==> config.mk <==
export PLATFORM = sky130hd
export DESIGN_NAME = chr_ram
export DESIGN_NICKNAME = d
export VERILOG_FILES = /design/src/sv/chr_ram.sv
export SDC_FILE = /design/constraint.sdc
export NUM_CORES = 1
export LEC_CHECK = 0
export ABC_AREA = 1
export BUFFER_PORTS_ARGS = -buffer_cell sky130_fd_sc_hd__buf_2
export CORE_MARGIN = 1.5
export CORE_UTILIZATION = 64
export DETAILED_ROUTE_END_ITERATION = 7
export PLACE_DENSITY_LB_ADDON = 0.3
export SETUP_SLACK_MARGIN = 0.5
export SLEW_MARGIN = 20
export SYNTH_ARGS = -nofsm -noshare
export SYNTH_HDL_FRONTEND = slang
export SYNTH_SLANG_ARGS = --single-unit
==> constraint.sdc <==
create_clock -name clk -period 6 [get_ports clk]
set_input_delay 1.2 -clock clk [delete_from_list [all_inputs] [get_ports clk]]
set_output_delay 1.2 -clock clk [all_outputs]
set_load 0.02 [all_outputs]
==> src/sv/chr_ram.sv <==
`default_nettype none
module chr_ram #(
  parameter int WIDTH = 8,
  parameter int DEPTH = 64
) (
  input  wire logic                     clk,
  input  wire logic                     we,
  input  wire logic [$clog2(DEPTH)-1:0] waddr,
  input  wire logic [WIDTH-1:0]         wdata,
  input  wire logic [$clog2(DEPTH)-1:0] raddr,
  output logic      [WIDTH-1:0]         rdata
);

  logic [WIDTH-1:0] mem [DEPTH];

  // Write one word, read one word with registered data
  always_ff @(posedge clk) begin
    if (we) begin
      mem[waddr] <= wdata;
    end
    rdata <= mem[raddr];
  end

endmodule
`default_nettype wire

==> results of run 1 <==
==> state kept, by name, indices dropped and copies added (netlist names) <==
name	flops
mem	512
rdata	8
==> metrics by stage <==
| step | setup slack, ps | hold slack [ps] | cell area, um2 | cells |
|---|---|---|---|---|
| 2_1_floorplan | 3030 | 722 | 21300 | 1805 |
| 3_3_place_gp | 2160 | 773 | 21400 | 2188 |
| 3_5_place_dp | 2120 | 790 | 21400 | 2188 |
| 4_1_cts | 2710 | 824 | 23000 | 2278 |
| 5_1_grt | 2520 | 890 | 23000 | 2278 |
| 6_report | 2640 | 831 | 23000 | 2279 |
==> path summary, 6_finish.rpt <==
kind                            depth (start not counted)  slack, ps        to        from
worst max-delay path                                   11       2640  rdata[0]    raddr[0]
worst min-delay path                                    8        830  rdata[3]  mem[38][3]
worst max register to register                          8       4560  rdata[1]  mem[59][1]
worst min register to register                          8        830  rdata[3]  mem[38][3]
==> worst reg2reg max path, stage by stage, from the launching register on <==
cell and delay, ps:
edfxtp_1 360, nand2_1 90, nand3_1 110, nand3_1 200, nand2_1 80, nand2_1 100, nand3_1 190, nand3_1 140
nand2_1 50
==> per-layer routing <==
metal  routed length (um)  up-vias  part of all wire [%]
met5                    0        -                     0
met4                 1380        0                   2.7
met3                 5720      102                    11
met2                24100      892                    48
met1                19000     6746                    38
li1                     -     6333                     -
==> cells in the final DEF (no fill, tap or decap) <==
master,count
clkinv_1,11
buf_2,27
nand4_1,9
nor2_1,56
nand2_1,648
clkinv_2,6
inv_6,1
diode_2,1
edfxtp_1,512
inv_2,2
buf_6,1
buf_12,1
clkbuf_16,53
inv_1,8
inv_4,1
dfxtp_1,8
clkbuf_1,15
clkinv_4,1
bufinv_16,4
nor4_1,8
buf_4,25
nand3_1,439
==> synthesized netlist by cell type, drive strengths merged <==
cell and number:
nand3 439, buf 98, clkbuf 15, nor4 8, inv 12, edfxtp 512
nand4 9, nor2 56, dfxtp 8, nand2 648
==> cell type report <==
class | instances | area [um2]
clock inverter | 22 | 200
inverter | 12 | 52.6
antenna | 1 | 2.50
clock buffer | 68 | 1380
fill | 2188 | 9680
sequential | 520 | 15500
tap | 442 | 553
timing repair buffer | 54 | 354
multi-input combinational | 1160 | 4950
==> cell families (layout without fill, tap and decap cells) <==
kind of cell	Yosys count	after routing	share of synthesized area, %
other	0	1	0
buffers and inverters	125	156	4.02
DFF	520	520	72.8
and+or+nand+nor	1160	1160	23.2
==> power by group through the flow <==
| stage | clock [mW] | combinational (mW) | sequential [mW] |
|---|---|---|---|
| floorplan | 0 | 0.283 | 4.11 |
| global placement | 0 | 0.434 | 4.11 |
| detailed placement | 0 | 0.443 | 4.11 |
| CTS | 3.06 | 0.445 | 4.04 |
| global route | 3.19 | 0.490 | 4.04 |
| finish | 3.05 | 0.451 | 4.04 |
==> metrics.cfg, run 1 <==
[cells_and_area]
final_nets = 1820
syn2layout_area_growth_pct = 7.90
post-route-util_pct = 70.4
final_layout_size_suffix_gt1_share_pct = 6.64

[detailed_routing]
wirelength_um = 50200
wl_per_cell_um = 22.0
firstDrtPassIters = 6
ant_nets = 0
vias = 14100
drcViolationCount = 0
vias_per_cell = 6.18
drtIter0Drc = 2234

[power_and_ir_drop]
combPwrFrac_pct = 6.0
p_sw_mw = 1.63
internal_power_mw = 5.90
irDropWorstVdd_uv = 270
p_leak_nw = 8.27
sw_frac_of_total_pct = 21.7
powerDensity_mw_per_mm2 = 327
power_frac_clock_pct = 40.4
p_seq_share_pct = 53.6
total_power_mw = 7.54

[clock_network]
cts_tree = yes
cts_resized = 0
cts_num_sinks = 520
hold_buffers = 0
postCtsSetupBuffers = 0
cts-root-buf = clkbuf_16
clk_latency_ps = 570
clock_path_buffers = 3
clk_pin_slew_ps = 60
cts_buffers = 50
htreeDepth = 2

[grt]
globalRouteOverflowTotal = 0
grt_max_degree = 123
antenna_found_initial = 1
met3_usage_pct = 4.97
grt.busiest_layer = met2
groute.usage.overall_pct = 29.8
met1_usage_pct = 43.1
use_met2_pct = 47.2
grt_pass1_vias = 13100
grt_pass1_wl_um = 75600

[floorplan]
die_h_um = 186
die_w_um = 186
core_mm2 = 0.0327
row_count = 66
initial_core_util_pct = 65.3
design.portCount = 30
dieArea_mm2 = 0.0344

[sta]
rsz0062_at_grt = no
hold_viol_final = 0
fin_setup_tns_ps = 0
setup_viol = 0
max_freq_mhz = 297
finalCritPeriodShare_pct = 56.1
slew_headroom_pct = 24.7
period_needed_ps = 3360
worst_pin_slew_ps = 1130
finalClockSkew_ps = 14.9
slew_viol_final = 0

[setup_path]
timing.critical_path.slowest_cell_delay_ps = 650
cp.arrival_ps = 3820
critical_path.top_delay_family = buffers and inverters
worstPathMaxFanout = 122
slowest_stage = buf_6
start_kind = primary input
crit_path_end_kind = register
path_buf_inv = 3
path_class = in2reg
crit_required_ps = 6450
crit_chain = buf_6 > inv_6 > buf_12 > nand2_1 > nand3_1 > nand3_1 > nand2_1 > nand2_1 > nand3_1 > nand3_1 > nand2_1

[yosys]
synthCells = 1805
yosys.area.top_type = edfxtp_1
synth.area.top_cells = edfxtp_1, nand2_1, nand3_1
synth_fp_nets = 1827
yosysWarnings = 0
synth.distinct_cells = 16
netlist_area_mm2 = 0.0213
syn_avg_cell_area_um2 = 11.8
synth-seq-area-share_pct = 72.8
synth_top_area_share_pct = 72.0
ys_ff_latch = 520

[hold_path]
hold_class = reg2reg

[placement]
finalWeightedCongestion = 0.846
dp_hpwl_um = 27700
port_buffers = 29

[run_status]
outcome = completed

[run]
drv_cap = 0

Power figures use the tool's default switching activity.
==> run 2, diff against run 1 <==
CORE_UTILIZATION = 63   (was 64)
clock period = 3.1 ns   (was 6 ns; I/O delays follow)
==> run 2 against run 1 <==
Effect of this change: design area up 1.2%; global-route usage decreased by 1.2 points; via count is 0.12% lower; clock-buffer cell count decreased by 9; sequential share of layout area decreased by 0.78 points; combinational power up 100%; register-to-register slack lost 2800 ps; core utilization shrank 0.76 points; clock skew grew 2.5 ps; critical endpoint is now mem[61][2].
==> metrics.cfg, run 2 (synthesized netlist as in run 1, its figures left out) <==
[clock_network]
htreeDepth = 2  ; unchanged
clk_pin_slew_ps = 60  ; about the same
cts_resized = 0  ; unchanged
cts_buffers = 49  ; was 50
cts_num_sinks = 520  ; unchanged
cts_tree = yes  ; unchanged
postCtsSetupBuffers = 0  ; unchanged
cts-root-buf = clkbuf_16  ; unchanged
hold_buffers = 0  ; unchanged
clock_path_buffers = 3  ; unchanged
clk_latency_ps = 560  ; was 570 ps

[cells_and_area]
finalInstanceArea_mm2 = 0.0233  ; was 0.0230 mm2
layout_common_cells = nand2_1, edfxtp_1, nand3_1  ; unchanged
syn2layout_area_growth_pct = 9.17  ; was 7.90%
largest_reg_flops = 512  ; unchanged
layout_commonest_cell = nand2_1  ; unchanged
final_nets = 1851  ; was 1820
regMostFlops = mem  ; unchanged
final_layout_size_suffix_gt1_share_pct = 8.05  ; was 6.64%
instances_no_fill = 2313  ; was 2279
largest_registers = mem: 512 flops, rdata: 8 flops  ; unchanged

[setup_path]
crit_path_end_kind = register  ; unchanged
start_kind = primary input  ; unchanged
cp-endpoint = mem[61][2]  ; was rdata[0]
worstPathMaxFanout = 9  ; was 122
reg2reg_from = mem[18][0]  ; was mem[59][1]
critPathLaunch = waddr[1]  ; was raddr[0]
crit_required_ps = 3280  ; was 6450 ps
reg2reg_to = rdata[0]  ; was rdata[1]
path_class = in2reg  ; unchanged
reg2reg_slack_ps = 1750  ; was 4560 ps
r2r_cells = 8  ; unchanged
cp.arrival_ps = 2460  ; was 3820 ps

[floorplan]
die_h_um = 187  ; was 186 um
design.portCount = 30  ; unchanged
die_w_um = 187  ; was 186 um
core_mm2 = 0.0334  ; was 0.0327 mm2
initial_core_util_pct = 63.8  ; was 65.3%
row_count = 67  ; was 66
dieArea_mm2 = 0.0350  ; was 0.0344 mm2

[sta]
period_needed_ps = 2280
setup_viol = 0  ; unchanged
finalClockSkew_ps = 17.4  ; was 14.9 ps
slew_headroom_pct = 37.7  ; was 24.7%
rsz0062_at_grt = no  ; unchanged
hold_viol_final = 0  ; unchanged
slew_viol_final = 0  ; unchanged
finalCritPeriodShare_pct = 73.4
worst_pin_slew_ps = 931  ; was 1130 ps
max_freq_mhz = 439
fin_setup_tns_ps = 0  ; unchanged

[placement]
dp_hpwl_um = 28400  ; was 27700 um
port_buffers = 29  ; unchanged
finalWeightedCongestion = 0.851  ; was 0.846
post_dp_cell_area_mm2 = 0.0218  ; was 0.0214 mm2
post-place-cells = 2226  ; was 2188

[detailed_routing]
firstDrtPassIters = 7  ; was 6
wl_per_cell_um = 21.6  ; was 22.0 um
vias_per_cell = 6.08  ; was 6.18
drtIter0Drc = 1899  ; was 2234
wirelength_um = 49900  ; was 50200 um
drcViolationCount = 0  ; unchanged
ant_nets = 0  ; unchanged
vias = 14100  ; about the same

[power_and_ir_drop]
total_power_mw = 14.2  ; was 7.54 mW
p_leak_nw = 8.42  ; was 8.27 nW
irDropWorstVdd_uv = 506  ; was 270 uV
powerDensity_mw_per_mm2 = 612  ; was 327 mW/mm2

[grt]
grt_max_degree = 149  ; was 123
antenna_found_initial = 1  ; unchanged
grt_pass1_vias = 13500  ; was 13100
grt_pass1_wl_um = 76800  ; was 75600 um
globalRouteOverflowTotal = 0  ; unchanged
groute.usage.overall_pct = 28.6  ; was 29.8%

[run_status]
outcome = completed  ; unchanged

[run]
drv_cap = 0  ; unchanged

[hold_path]
hold_class = in2reg  ; was reg2reg

## run 2: cell types whose count changed in the layout (fill, tap and decap cells not counted), sizes merged
cell	delta
inv	+1
bufinv	-3
clkinvlp	+1
clkbuf	-9
buf	+32
clkinv	+6
## run 2: layout make-up
cell class                 count  area, um2
timing repair buffer          86        744
inverter                      12       52.6
clock inverter                27        149
tap                          448        561
multi-input combinational   1160       4950
sequential                   520      15500
fill                        2227      10200
antenna                        1       2.50
clock buffer                  59       1310
## run 2: stage by stage
stage          setup slack [ps]  utilization [%]  hold WS [ps]
2_1_floorplan               714                -           719
3_3_place_gp                392             65.3           819
3_5_place_dp                354             65.3           831
4_1_cts                     921             69.6           271
5_1_grt                     783             69.6           286
6_report                    823             69.6           281
## run 2: power by group
group / total (mW) / switching, mW / internal [mW] / leakage, nW
Clock: 5.53 / 2.47 / 3.06 / 0.711
Sequential: 7.81 / 0.0250 / 7.78 / 4.67
Combinational: 0.914 / 0.679 / 0.235 / 3.04
Total: 14.2 / 3.17 / 11.1 / 8.42
## run 2: metal layers
layer / GRT usage (%) / up-vias / wire [um]
met5: 0 / - / 0
met4: 9.74 / 0 / 1610
met3: 3.75 / 121 / 4690
met2: 45.9 / 816 / 23700
met1: 41.2 / 6725 / 19900
li1: - / 6394 / -
## run 2: worst max-delay path, stage by stage
cell and delay, ps:
buf_2 160, inv_1 200, nand4_1 600, nor2_1 880
## run 2: worst min path at each step
stage / from / end / slack, ps / cells after the start
2_1_floorplan: wdata[0] / mem[0][0] / 720 / 0
3_3_place_gp: mem[44][2] / rdata[2] / 820 / 8
3_5_place_dp: mem[1][4] / rdata[4] / 830 / 8
4_1_cts: wdata[3] / mem[49][3] / 270 / 1
5_1_grt: wdata[3] / mem[49][3] / 290 / 1
6_report: wdata[3] / mem[49][3] / 280 / 1
