[src/sv/chr_pkg.sv]
`default_nettype none
package chr_pkg;

  localparam int DEF_HISTORY_DEPTH = 16;
  localparam int DEF_LINE_MAX      = 64;

  typedef enum logic [2:0] {
    OP_ADD   = 3'd0,
    OP_END   = 3'd1,
    OP_UP    = 3'd2,
    OP_DOWN  = 3'd3,
    OP_CLEAR = 3'd4
  } op_t;

  typedef enum logic [2:0] {
    ST_CHAR    = 3'd0,
    ST_NOHIST  = 3'd1,
    ST_EMPTY   = 3'd2,
    ST_STORED  = 3'd3,
    ST_DUP     = 3'd4,
    ST_IGNORED = 3'd5
  } status_t;

  typedef enum logic [2:0] {
    S_IDLE,
    S_ELEN,
    S_CMP,
    S_COPY,
    S_NADDR,
    S_NLEN,
    S_EMIT
  } state_t;

  typedef struct packed {
    logic [7:0] ch_res;
    status_t    status;
    logic       last;
  } res_t;

endpackage
`default_nettype wire

[src/sv/chr_ctrl.sv]
`default_nettype none
module chr_ctrl #(
  parameter int HISTORY_DEPTH = 16,
  parameter int LINE_MAX      = 64
) (
  input  wire logic                                    clk,
  input  wire logic                                    rst,
  input  wire logic                                    start,
  input  wire logic [2:0]                              op,
  input  wire logic [7:0]                              ch,
  output logic                                         busy,
  output logic                                         valid,
  output chr_pkg::res_t                                res,
  // length memory
  output logic                                         len_we,
  output logic [$clog2(HISTORY_DEPTH)-1:0]             len_waddr,
  output logic [$clog2(LINE_MAX)-1:0]                  len_wdata,
  output logic [$clog2(HISTORY_DEPTH)-1:0]             len_raddr,
  input  wire logic [$clog2(LINE_MAX)-1:0]             len_q,
  // staging memory
  output logic                                         stg_we,
  output logic [$clog2(LINE_MAX)-1:0]                  stg_waddr,
  output logic [7:0]                                   stg_wdata,
  output logic [$clog2(LINE_MAX)-1:0]                  stg_raddr,
  input  wire logic [7:0]                              stg_q,
  // line store memory
  output logic                                         str_we,
  output logic [$clog2(HISTORY_DEPTH*LINE_MAX)-1:0]    str_waddr,
  output logic [7:0]                                   str_wdata,
  output logic [$clog2(HISTORY_DEPTH*LINE_MAX)-1:0]    str_raddr,
  input  wire logic [7:0]                              str_q
);
  import chr_pkg::*;

  localparam int SW = $clog2(HISTORY_DEPTH);
  localparam int CW = $clog2(HISTORY_DEPTH + 1);
  localparam int IW = $clog2(LINE_MAX);
  localparam int AW = $clog2(HISTORY_DEPTH * LINE_MAX);
  localparam logic [SW:0]   DEPTH_W  = (SW + 1)'(HISTORY_DEPTH);
  localparam logic [SW:0]   DEPTH_M1 = (SW + 1)'(HISTORY_DEPTH - 1);
  localparam logic [CW-1:0] DEPTH_C  = CW'(HISTORY_DEPTH);
  localparam logic [IW-1:0] KEEP_MAX = IW'(LINE_MAX - 1);
  localparam logic [AW-1:0] LINE_A   = AW'(LINE_MAX);

  state_t        state, state_next;
  logic [SW-1:0] head, head_next;
  logic [CW-1:0] entries, entries_next;
  logic          browsing, browsing_next;
  logic [SW-1:0] offset, offset_next;
  logic [IW-1:0] count, count_next;
  logic          ovf, ovf_next;
  logic [SW-1:0] sel_slot, sel_slot_next;
  logic [IW-1:0] issue_idx, issue_idx_next;
  logic [IW-1:0] rd_idx, rd_idx_next;
  logic          rd_vld, rd_vld_next;
  logic          mism, mism_next;
  logic [IW-1:0] len, len_next;
  logic          valid_next;
  res_t          res_next;

  logic [SW-1:0] rd_off;
  logic [SW:0]   slot_sum;
  logic [SW-1:0] slot_cur;
  logic [IW-1:0] loop_n;
  logic          issuing;
  logic          loop_done;
  logic          accept;
  op_t           op_c;

  assign accept = start && !busy;
  assign busy   = (state != S_IDLE);
  assign op_c   = op_t'(op);

  // Locate the slot that lies rd_off entries behind the newest one
  assign rd_off   = (state == S_IDLE) ? '0 : offset;
  assign slot_sum = {1'b0, head} + (DEPTH_M1 - {1'b0, rd_off});
  assign slot_cur = (slot_sum >= DEPTH_W) ? SW'(slot_sum - DEPTH_W) : slot_sum[SW-1:0];

  // Byte loop over a line: issue one read a cycle, data arriving in the cycle after
  assign loop_n    = (state == S_EMIT) ? len : count;
  assign issuing   = (issue_idx != loop_n);
  assign loop_done = !issuing && !rd_vld;

  // Memory ports
  assign len_raddr = slot_cur;
  assign len_we    = (state == S_COPY) && loop_done;
  assign len_waddr = head;
  assign len_wdata = count;

  assign stg_we    = accept && (op_c == OP_ADD) && (ch != 8'd0) && (count < KEEP_MAX);
  assign stg_waddr = count;
  assign stg_wdata = ch;
  assign stg_raddr = issue_idx;

  assign str_raddr = AW'(sel_slot) * LINE_A + AW'(issue_idx);
  assign str_we    = (state == S_COPY) && rd_vld;
  assign str_waddr = AW'(head) * LINE_A + AW'(rd_idx);
  assign str_wdata = stg_q;

  // State and control registers
  always_ff @(posedge clk) begin
    if (rst) begin
      state    <= S_IDLE;
      head     <= '0;
      entries  <= '0;
      browsing <= 1'b0;
      offset   <= '0;
      count    <= '0;
      ovf      <= 1'b0;
      rd_vld   <= 1'b0;
      valid    <= 1'b0;
    end else begin
      state    <= state_next;
      head     <= head_next;
      entries  <= entries_next;
      browsing <= browsing_next;
      offset   <= offset_next;
      count    <= count_next;
      ovf      <= ovf_next;
      rd_vld   <= rd_vld_next;
      valid    <= valid_next;
    end
  end

  // Datapath registers
  always_ff @(posedge clk) begin
    sel_slot  <= sel_slot_next;
    issue_idx <= issue_idx_next;
    rd_idx    <= rd_idx_next;
    mism      <= mism_next;
    len       <= len_next;
    res       <= res_next;
  end

  // Next state and results
  always_comb begin
    state_next     = state;
    head_next      = head;
    entries_next   = entries;
    browsing_next  = browsing;
    offset_next    = offset;
    count_next     = count;
    ovf_next       = ovf;
    sel_slot_next  = sel_slot;
    issue_idx_next = issue_idx;
    rd_idx_next    = issue_idx;
    rd_vld_next    = 1'b0;
    mism_next      = mism;
    len_next       = len;
    valid_next     = 1'b0;
    res_next       = res;

    unique case (state)
      S_IDLE: begin
        issue_idx_next = '0;
        mism_next      = 1'b0;
        sel_slot_next  = slot_cur;
        if (accept) begin
          case (op_c)
            OP_ADD, OP_END: begin
              if (op_c == OP_ADD && ch != 8'd0) begin
                // stage the byte or mark the line as too long
                if (count < KEEP_MAX) begin
                  count_next = count + 1'b1;
                end else begin
                  ovf_next = 1'b1;
                end
              end else if (count == '0) begin
                ovf_next   = 1'b0;
                valid_next = 1'b1;
                res_next   = '{ch_res: 8'd0, status: ST_IGNORED, last: 1'b1};
              end else if (entries != '0 && !ovf) begin
                state_next = S_ELEN;
              end else begin
                state_next = S_COPY;
              end
            end
            OP_UP: begin
              if (entries == '0) begin
                valid_next = 1'b1;
                res_next   = '{ch_res: 8'd0, status: ST_NOHIST, last: 1'b1};
              end else begin
                if (!browsing) begin
                  browsing_next = 1'b1;
                  offset_next   = '0;
                end else if ((CW'(offset) + 1'b1) < entries) begin
                  offset_next = offset + 1'b1;
                end
                state_next = S_NADDR;
              end
            end
            OP_DOWN: begin
              if (!browsing || offset == '0) begin
                browsing_next = 1'b0;
                offset_next   = '0;
                valid_next    = 1'b1;
                res_next      = '{ch_res: 8'd0, status: ST_EMPTY, last: 1'b1};
              end else begin
                offset_next = offset - 1'b1;
                state_next  = S_NADDR;
              end
            end
            OP_CLEAR: begin
              browsing_next = 1'b0;
              offset_next   = '0;
            end
            default: begin
            end
          endcase
        end
      end

      S_ELEN: begin
        // compare bytes only when the newest entry has the same length
        state_next = (len_q == count) ? S_CMP : S_COPY;
      end

      S_CMP: begin
        if (issuing) begin
          issue_idx_next = issue_idx + 1'b1;
        end
        rd_vld_next = issuing;
        if (rd_vld && stg_q != str_q) begin
          mism_next = 1'b1;
        end
        if (loop_done) begin
          issue_idx_next = '0;
          if (mism) begin
            state_next = S_COPY;
          end else begin
            count_next = '0;
            ovf_next   = 1'b0;
            valid_next = 1'b1;
            res_next   = '{ch_res: 8'd0, status: ST_DUP, last: 1'b1};
            state_next = S_IDLE;
          end
        end
      end

      S_COPY: begin
        if (issuing) begin
          issue_idx_next = issue_idx + 1'b1;
        end
        rd_vld_next = issuing;
        if (loop_done) begin
          // file the line and advance the head
          head_next     = (head == SW'(HISTORY_DEPTH - 1)) ? '0 : head + 1'b1;
          if (entries != DEPTH_C) begin
            entries_next = entries + 1'b1;
          end
          browsing_next = 1'b0;
          offset_next   = '0;
          count_next    = '0;
          ovf_next      = 1'b0;
          valid_next    = 1'b1;
          res_next      = '{ch_res: 8'd0, status: ST_STORED, last: 1'b1};
          state_next    = S_IDLE;
        end
      end

      S_NADDR: begin
        sel_slot_next = slot_cur;
        state_next    = S_NLEN;
      end

      S_NLEN: begin
        len_next       = len_q;
        issue_idx_next = '0;
        if (len_q == '0) begin
          valid_next = 1'b1;
          res_next   = '{ch_res: 8'd0, status: ST_EMPTY, last: 1'b1};
          state_next = S_IDLE;
        end else begin
          state_next = S_EMIT;
        end
      end

      S_EMIT: begin
        if (issuing) begin
          issue_idx_next = issue_idx + 1'b1;
        end
        rd_vld_next = issuing;
        if (rd_vld) begin
          valid_next = 1'b1;
          res_next   = '{ch_res: str_q, status: ST_CHAR, last: (rd_idx == len - 1'b1)};
        end
        if (loop_done) begin
          state_next = S_IDLE;
        end
      end

      default: begin
        state_next = S_IDLE;
      end
    endcase
  end

endmodule
`default_nettype wire

[config.mk]
export PLATFORM = sky130hd
export DESIGN_NAME = chr_ctrl
export DESIGN_NICKNAME = d
export VERILOG_FILES = /design/src/sv/chr_pkg.sv /design/src/sv/chr_ctrl.sv
export SDC_FILE = /design/constraint.sdc
export NUM_CORES = 1
export LEC_CHECK = 0
export ABC_AREA = 1
export BUFFER_PORTS_ARGS = -buffer_cell sky130_fd_sc_hd__buf_4
export CORE_MARGIN = 10
export CORE_UTILIZATION = 59
export CTS_BUF_LIST = sky130_fd_sc_hd__clkbuf_8
export CTS_CLUSTER_SIZE = 40
export DETAILED_ROUTE_END_ITERATION = 12
export GPL_TIMING_DRIVEN = 0
export HOLD_SLACK_MARGIN = 0.15
export PLACE_DENSITY = 0.89
export SLEW_MARGIN = 20
export SYNTH_ARGS = -nofsm -noshare
export SYNTH_HDL_FRONTEND = slang
export SYNTH_SLANG_ARGS = --single-unit
[constraint.sdc]
create_clock -name clk -period 4.5 [get_ports clk]
set_input_delay 0.45 -clock clk [delete_from_list [all_inputs] [get_ports clk]]
set_output_delay 0.45 -clock clk [all_outputs]
set_load 0.03 [all_outputs]
==> flow_summary.ini, run 1 <==
[synth]
ys_types = 42
synth_area_um2 = 4160
yosysTopAreaCell = edfxtp_1
syn_avg_cell_area_um2 = 7.52
synth_seq_area_share_pct = 36.4
synth_warnings = 0
ys_ff_latch = 61
yosys.area.top_type_share_pct = 20.9
synthTopCellsByArea = edfxtp_1 21%, dfxtp_1 15%, nand2_1 9.6%
syn-instance-count = 553
synthesis.nets = 606

[sta]
fin_crit_sh_pct = 81.4
rsz0062_at_grt = no
worst_slack_ns = 0.838
setup_tns_ns = 0
hold_slack_ns = 0.299
drv_slew = 0
max_clock_freq_mhz = 273
worst_slew_pin_slew_ns = 0.964
skew_ns = 0.00691
setup_viol = 0
hold_viol = 0
finalCriticalPeriod_ns = 3.66
slew_headroom_pct = 35.2

[clocking]
cts_sinks = 61
clk_latency_ns = 0.34
holdBufCountCts = 0
path_clk_slew_ns = 0.07
cts_resized = 0
post_cts_buffers = 0
cts_root_buf = clkbuf_8
tritoncts = built
htreeDepth = 3
clockBufferDepth = 2
cts_made_buffers = 9

[die]
core_um2 = 6830
die_area_um2 = 10800
start_util_pct = 60.9
io_pins = 115
die_width_um = 104
num_rows = 30
die-height_um = 104

[critical_path]
crit_required_ns = 4.05
rr_startpoint = state[1]
endpoint_kind = primary output
worstReg2RegEnd = sel_slot[3]
ff2ff_setup_slack_ns = 1.66
start_kind = flip-flop
arrival_ns = 3.21
r2r_cells = 11
path_max_fanout = 10
critPathKind = reg2out

[route]
vias = 4212
avgViaCountPerCell = 5.41
drt-wirelength-per-cell_um = 15.5
drcViolationCount = 0
dr.pass1.iters = 7
first_iter_violations = 323
ant_nets = 0
routed_wl_mm = 12.1

[global_routing]
busiest_layer = met2
met3_usage_pct = 6.01
grt_pass1_wl_mm = 19.8
gr-usage-met1_pct = 23.2
antenna_found_initial = 0
grt_pass1_vias = 4115
grt_max_degree = 13
grtUsageMet2_pct = 38.9
grt_overflow = 0
grt.total_usage_pct = 21.7

[worst_hold_path]
hp-class = in2reg
whs_path_depth = 1
hold_end = len[2]
min-delay-start = len_q[2]

[final_layout]
antenna_cells = 0
area_delta_synth_final_pct = 28.4
drive_gt1_share_pct = 28.0
final_util_pct = 78.2
fin_nets = 730

[status]
status = completed

[run]
maxCapViolCount = 0

[power]
vdd_ir_drop_max_mv = 0.203
leakage_nw = 2.55
power_density_nw_per_um2 = 503

[placement]
place_hpwl_mm = 9.44
gp_congestion = 0.909
dp_slack_ns = 1.24
io_buffers = 113
==> registers in the layout, indices dropped and copies added, names as in the netlist <==
register and count:
mism 1, ovf 1, rd_idx 6, browsing 1, state 3, rd_vld 1
len 6, len_wdata 6, valid 1, stg_raddr 6, len_waddr 4, res 12
sel_slot 4, entries 5, offset 4
==> worst max path at each step <==
stage	startpoint	to	slack, ns	cells after the start
after floorplan	state[1]	len_raddr[3]	1.52	11
after global placement	state[1]	len_raddr[3]	1.26	12
after detailed placement	state[1]	len_raddr[3]	1.24	12
after CTS	state[1]	len_raddr[3]	0.85	12
after global routing	state[1]	len_raddr[3]	0.65	12
final	state[1]	len_raddr[3]	0.84	12
==> report_power, final <==
| part | internal (mW) | switching, mW |
|---|---|---|
| Clock | 0.309 | 0.227 |
| Sequential | 0.714 | 0.114 |
| Combinational | 0.467 | 0.855 |
| Total | 1.49 | 1.20 |
==> cell usage in the layout (no fill, tap or decap), drive strengths merged, types with 16 or more instances in the layout <==
master and n:
ha 16, nand2 110, buf 150, nor2 77, a21oi 30, edfxtp 29
nand4 18, inv 76, o21ai 18, nand3 46, dfxtp 32
==> area by class of cell <==
| class | count | area (um2) |
|---|---|---|
| Multi-Input combinational cell | 375 | 2070 |
| Sequential cell | 61 | 1510 |
| Fill cell | 514 | 1490 |
| Timing Repair Buffer | 113 | 848 |
| Inverter | 77 | 294 |
| Buffer | 40 | 287 |
| Clock buffer | 9 | 124 |
| Tap cell | 96 | 120 |
| Clock inverter | 7 | 90.1 |
==> cell families (layout without fill, tap and decap cells) <==
| kind of cell | after synthesis | after routing | synth area share [%] |
|---|---|---|---|
| compound gates | 62 | 62 | 8.67 |
| xor+xnor | 25 | 25 | 5.27 |
| fa+ha+maj | 17 | 17 | 5.30 |
| buf+inv | 117 | 246 | 14.0 |
| flops | 61 | 61 | 36.4 |
| simple gates | 271 | 271 | 30.5 |
==> metrics by stage <==
stage,power (mW),std cells,cell area [um2]
after global routing,2.85,778,5340
after CTS,2.68,778,5340
after floorplan,1.74,553,4160
after global placement,2.11,762,5130
after detailed placement,2.15,762,5130
final,2.69,778,5340
==> Yosys cell counts (all sizes together) <==
| master | n |
|---|---|
| a21oi | 30 |
| clkbuf | 3 |
| nor3 | 9 |
| dfxtp | 32 |
| nand3b | 1 |
| nand2 | 110 |
| ha | 16 |
| o211ai | 2 |
| or2 | 4 |
| nor2 | 77 |
| inv | 76 |
| nor3b | 3 |
| clkinv | 1 |
| a221oi | 2 |
| o21ai | 18 |
| xor2 | 15 |
| a21o | 2 |
| o31ai | 2 |
| xnor2 | 10 |
| nand3 | 46 |
| nand4 | 18 |
| o22ai | 2 |
| a31oi | 1 |
| buf | 37 |
| nor4 | 3 |
| edfxtp | 29 |
| fa | 1 |
| a211oi | 3 |
==> worst max-delay path, cell delays in order, from the launching register on <==
cell,delay (ns)
dfxtp_1,0.30
buf_4,0.18
nor2_1,0.47
inv_1,0.11
nor2_2,0.39
inv_2,0.10
buf_4,0.21
nand2_1,0.13
ha_1,0.25
a21o_1,0.18
a21oi_1,0.14
xor2_1,0.21
buf_4,0.20
==> per-layer routing <==
| layer | vias up | wire length [um] |
|---|---|---|
| li1 | 2031 | - |
| met1 | 1948 | 4540 |
| met2 | 198 | 6300 |
| met3 | 35 | 903 |
| met4 | 0 | 347 |
| met5 | - | 0 |
Power figures use the tool's default switching activity.
==> inputs of run 2 (changes only) <==
- ABC_AREA: 1 -> 0
- CORE_UTILIZATION: 59 -> 49
- PLACE_DENSITY: 0.89 -> 0.79
- clock period: 4.5 -> 3.25 ns (I/O delays scaled with it)
==> run 2 against run 1 <==
Against the previous run: global-route usage is 3.1 points lower; worst setup slack worse by 0.53 ns; sequential share of layout area is 0.99 points higher; clock skew is 0.0019 ns higher; largest cell class unchanged; highest routed layer unchanged.
==> flow_summary.ini, run 2 <==
[route]
met3WireLength_mm = 1.03
dr.pass1.iters = 6
topRoutingLayerUsed = met4
drt-wirelength-per-cell_um = 17.2
avgViaCountPerCell = 5.53
first_iter_violations = 204
wl_met2_mm = 5.73
routed_wl_mm = 11.7
wl_met1_mm = 4.74
vias = 3742
ant_nets = 0
drcViolationCount = 0

[critical_path]
path_cells = clkbuf_1, nor3_1, inv_2, nand2_1, ha_1, a21o_1, a21oi_1, xnor2_1, buf_4
crit_required_ns = 2.92
critPathKind = reg2out
ff2ff_setup_slack_ns = 0.35
critical-path-top-delay-family = buffers and inverters
path_max_fanout = 14
max_stage_delay_ns = 0.43
crit_buf_inv = 3
arrival_ns = 2.62
endpoint_kind = primary output
start_kind = flip-flop
crit_path_top_delay_cell = nor3_1

[sta]
setup_tns_ns = 0
setup_viol = 0
hold_viol = 0
finalCriticalPeriod_ns = 2.94
slew_headroom_pct = 39.8
skew_ns = 0.00878
max_clock_freq_mhz = 340
worst_slew_pin_slew_ns = 0.890
rsz0062_at_grt = no
fin_crit_sh_pct = 90.5
drv_slew = 0

[placement]
io_buffers = 113
dpl.cell_count = 660
place_area_um2 = 4950
gp_congestion = 0.933
place_hpwl_mm = 9.16

[final_layout]
fin_nets = 623
area_delta_synth_final_pct = 29.8
final_util_pct = 66.1
stdcell_count = 677
largest_reg_flops = 12
mostFrequentLayoutCell = buf_4
final_cell_mix = 147 x buf_4, 33 x nor2_1, 32 x dfxtp_1
stdcell_area_um2 = 5160
drive_gt1_share_pct = 30.1
antenna_cells = 0
top_register = res

[die]
start_util_pct = 50.9
num_rows = 32
die_width_um = 110
core_um2 = 7810
die-height_um = 110
io_pins = 115
die_area_um2 = 12100

[global_routing]
grt_pass1_wl_mm = 18.1
grt_max_degree = 15
grt_overflow = 0
grt.total_usage_pct = 18.6
antenna_found_initial = 0
grt_pass1_vias = 3694

[synth]
synth_area_um2 = 3970
syn-instance-count = 445
ys_ff_latch = 61
syn_avg_cell_area_um2 = 8.93
synth_top_family_by_area = simple AND/OR/NAND/NOR gates
ys_types = 59
yosysTopAreaCell = edfxtp_1
synth_edf_count = 29
synthMostInstantiatedCell = nor2_1
synth_seq_area_share_pct = 38.0
synthAdderAreaFrac_pct = 5.54
synthFlopType = dfxtp_1
yosys.area.top_type_share_pct = 21.9
synth_compound_area_share_pct = 14.6
synthMuxAreaShare_pct = 2.30
synth_warnings = 0
synthesis.nets = 498
yosys.area_share.simple_pct = 20.4
postSynth.asyncResetShare_pct = 0
synthTopCellsByArea = edfxtp_1 22%, dfxtp_1 16%, buf_4 6.0%
ys_top_cells_by_count = 34 x nor2_1, 32 x buf_4, 32 x dfxtp_1
synth-xor-area-share_pct = 9.26

[power]
intPower_mw = 1.89
seqPwrFrac_pct = 33.9
p_clk_share_pct = 20.2
vdd_ir_drop_max_mv = 0.381
power_density_nw_per_um2 = 636
power_mw = 3.28
p_sw_share_pct = 42.3
leakage_nw = 2.20
comb_power_share_pct = 46.0
power.switching_mw = 1.39

[worst_hold_path]
hp-class = in2reg

[clocking]
clockBufferDepth = 2
cts_sinks = 61
htreeDepth = 3
cts_made_buffers = 9
tritoncts = built
cts_root_buf = clkbuf_8
path_clk_slew_ns = 0.07
clk_latency_ns = 0.33

[status]
status = completed

[run]
maxCapViolCount = 0
run 2: path summary, 6_finish.rpt:
check / start / endpoint / depth (start not counted)
worst min register to register: stg_raddr[3] / rd_idx[3] / 0
worst max register to register: state[0] / stg_raddr[0] / 10
worst max-delay path: state[2] / len_raddr[3] / 9
worst min-delay path: len_q[3] / len[3] / 1
run 2: cell type report:
cell class / instances / area, um2
sequential: 61 / 1510
tap: 102 / 128
multi-input combinational: 312 / 2080
clock inverter: 6 / 53.8
clock buffer: 10 / 138
timing repair buffer: 115 / 863
fill: 663 / 2650
buffer: 50 / 310
inverter: 21 / 78.8
run 2: power groups by stage:
stage          combinational (mW)  clock, mW  sequential, mW
2_1_floorplan               0.764          0            1.31
3_3_place_gp                 1.44          0            1.12
3_5_place_dp                 1.47          0            1.13
4_1_cts                      1.48      0.668            1.11
5_1_grt                      1.62      0.700            1.12
6_report                     1.51      0.661            1.11
run 2: worst register-to-register path: cells and delay by family, from the launching register on:
family	cells	cell delay (ns)
AO/OA/AOI/OAI	3	0.83
AND/OR/NAND/NOR	4	0.66
flip-flops	1	0.49
buffers and inverters	3	0.65
run 2: stage by stage:
| stage | hold slack [ns] | worst slack, ns |
|---|---|---|
| floorplan | 0.424 | 0.238 |
| global placement | 0.451 | -0.202 |
| detailed placement | 0.451 | -0.279 |
| CTS | 0.191 | 0.00907 |
| global route | 0.189 | 0.117 |
| finish | 0.199 | 0.309 |
run 2: routing by layer:
metal / up-vias / track usage, %
li1: 1808 / -
met1: 1740 / 22.4
met2: 180 / 32.0
met3: 14 / 4.76
met4: 0 / 5.48
met5: - / 0
run 2: what timing repair did:
item	in CTS	in global routing
buffers inserted	0	2
pin swaps	1	1
setup endpoints to repair	14	20
gates resized for setup	2	1
hold buffers	0	0
run 2: logic make-up (layout without fill, tap and decap cells):
logic type | Yosys count | count (layout)
mux | 9 | 9
buf+inv | 72 | 202
xor+xnor | 42 | 42
flops | 61 | 61
fa+ha+maj | 17 | 17
compound gates | 88 | 88
simple gates | 156 | 156
==> inputs of run 3 (changes only) <==
- CORE_UTILIZATION: 49 -> 39
- CTS_CLUSTER_SIZE: 40 -> 16
- PLACE_DENSITY: 0.79 -> 0.65
==> run 3 against run 2 <==
Against the previous run: critical path depth unchanged; clock power increased by 18%; sequential cell count is the same; combinational power about the same; clock skew is 0.00097 ns lower; design area is 1.4% higher; worst setup slack worse by 0.070 ns; sequential power hardly changed; power up 3.3%; wire length is 2.9% lower; global-route usage shrank 3.4 points; worst hold slack got worse by 0.022 ns; critical path type is now reg2reg.
==> flow_summary.ini, run 3 (synthesized netlist as in run 2, its figures left out) <==
[status]
status = completed

[run]
maxCapViolCount = 0

[critical_path]
crit_path_top_delay_cell = nor2_2
endpoint_kind = flip-flop
crit_required_ns = 3.24
critical-path-top-delay-family = simple AND/OR/NAND/NOR gates
arrival_ns = 3.00
path_cells = and3b_1, buf_2, a2111oi_4, a221oi_1, nor4_4, buf_4, and2_1, a21oi_1, nor2_2
rr_startpoint = state[0]
worstReg2RegEnd = res[7]
max_stage_delay_ns = 0.50
crit_buf_inv = 2
critPathKind = reg2reg
ff2ff_setup_slack_ns = 0.24
r2r_cells = 9
start_kind = flip-flop
path_max_fanout = 12

[power]
p_sw_share_pct = 41.2
power.switching_mw = 1.39
p_clk_share_pct = 23.1
vdd_ir_drop_max_mv = 0.301
intPower_mw = 1.99
comb_power_share_pct = 44.2
power_density_nw_per_um2 = 647
seqPwrFrac_pct = 32.7
leakage_nw = 2.23

[sta]
hold_viol = 0
setup_viol = 0
rsz0062_at_grt = no
max_clock_freq_mhz = 332
finalCriticalPeriod_ns = 3.01
worst_slew_pin_slew_ns = 0.833
setup_tns_ns = 0
fin_crit_sh_pct = 92.6
skew_ns = 0.00780
worst_slack_ns = 0.239
drv_slew = 0
slew_headroom_pct = 43.7

[die]
die_area_um2 = 14600
io_pins = 115
die_width_um = 121
start_util_pct = 40.3
num_rows = 36
core_um2 = 9860
die-height_um = 121

[final_layout]
n_fill_cell = 890
top_register = res
area_delta_synth_final_pct = 31.6
final_util_pct = 53.0
fin_nets = 623
antenna_cells = 0
largest_reg_flops = 12
drive_gt1_share_pct = 30.3
mostFrequentLayoutCell = buf_4
final_cell_mix = 147 x buf_4, 33 x nor2_1, 32 x dfxtp_1

[worst_hold_path]
hold_end = len[3]
whs_path_depth = 1
min-delay-start = len_q[3]
hp-class = in2reg

[global_routing]
grt_pass1_wl_mm = 18.3
grt_max_degree = 15
grt_overflow = 0
grt.total_usage_pct = 15.2
antenna_found_initial = 0
grt_pass1_vias = 3754

[route]
drcViolationCount = 0
avgViaCountPerCell = 5.21
vias = 3691
drt-wirelength-per-cell_um = 16.0
dr.pass1.iters = 5
ant_nets = 0
routed_wl_mm = 11.3
first_iter_violations = 201

[clocking]
path_clk_slew_ns = 0.07
clk_latency_ns = 0.35
tritoncts = built
htreeDepth = 3
cts_sinks = 61
cts_made_buffers = 9
clockBufferDepth = 2
cts_root_buf = clkbuf_8

[placement]
gp_congestion = 0.879
io_buffers = 113
dp_slack_ns = -0.258
place_hpwl_mm = 8.88
-- run 3: changes by cell type in the layout (fill, tap and decap cells not counted) --
cell        before  now
clkinv_1         2    0
bufinv_16        1    2
clkbuf_8        10   11
clkinv_2         1    0
clkinv_4         0    1
clkinvlp_4       1    0
inv_1           21   22
nor2_2           0    1
nor2_4           1    0
-- run 3: cell type report --
cell class / instances / area, um2 / share of cell area (%)
buffer: 50 / 310 / 5.93
clock buffer: 11 / 151 / 2.89
clock inverter: 5 / 76.3 / 1.46
inverter: 21 / 78.8 / 1.51
multi-input combinational: 312 / 2070 / 39.6
sequential: 61 / 1510 / 28.9
tap: 133 / 166 / 3.18
timing repair buffer: 115 / 863 / 16.5
-- run 3: worst max-delay path by stage --
stage / depth (start not counted) / end / from / slack (ns)
after floorplan: 8 / res[0] / len_wdata[2] / 0.24
after global placement: 8 / res[10] / state[0] / -0.23
after global routing: 9 / len_raddr[3] / state[2] / 0.04
final: 9 / res[7] / state[0] / 0.24
after CTS: 8 / len_we / state[0] / 0.02
after detailed placement: 8 / res[7] / state[0] / -0.26
-- run 3: power by group through the flow --
stage / combinational [mW] / sequential, mW / clock, mW
global route: 1.62 / 1.13 / 0.832
CTS: 1.47 / 1.11 / 0.799
global placement: 1.46 / 1.12 / 0
finish: 1.50 / 1.11 / 0.783
floorplan: 0.764 / 1.31 / 0
detailed placement: 1.47 / 1.13 / 0
-- run 3: per-stage QoR --
stage                     instance area [um2]  total power [mW]  hold slack (ns)  cells
after floorplan                          3970              2.08            0.424    445
after global routing                     5230              3.57            0.158    708
final                                    5230              3.39            0.177    708
after detailed placement                 4990              2.59            0.417    691
after global placement                   4990              2.57            0.414    691
after CTS                                5220              3.37            0.166    706
-- run 3: timing repair --
action                     CTS  global route
pin swaps                    0             1
gates resized for setup      1             1
setup endpoints to repair   14            21
setup buffers                0             2
hold buffers                 0             0
-- run 3: layer usage --
metal,vias to the layer above,share of wire [%],global-route usage [%]
met2,133,50,26.6
met4,0,0.89,3.24
li1,1800,-,-
met5,-,0,0
met3,12,7.3,5.44
met1,1746,42,17.4
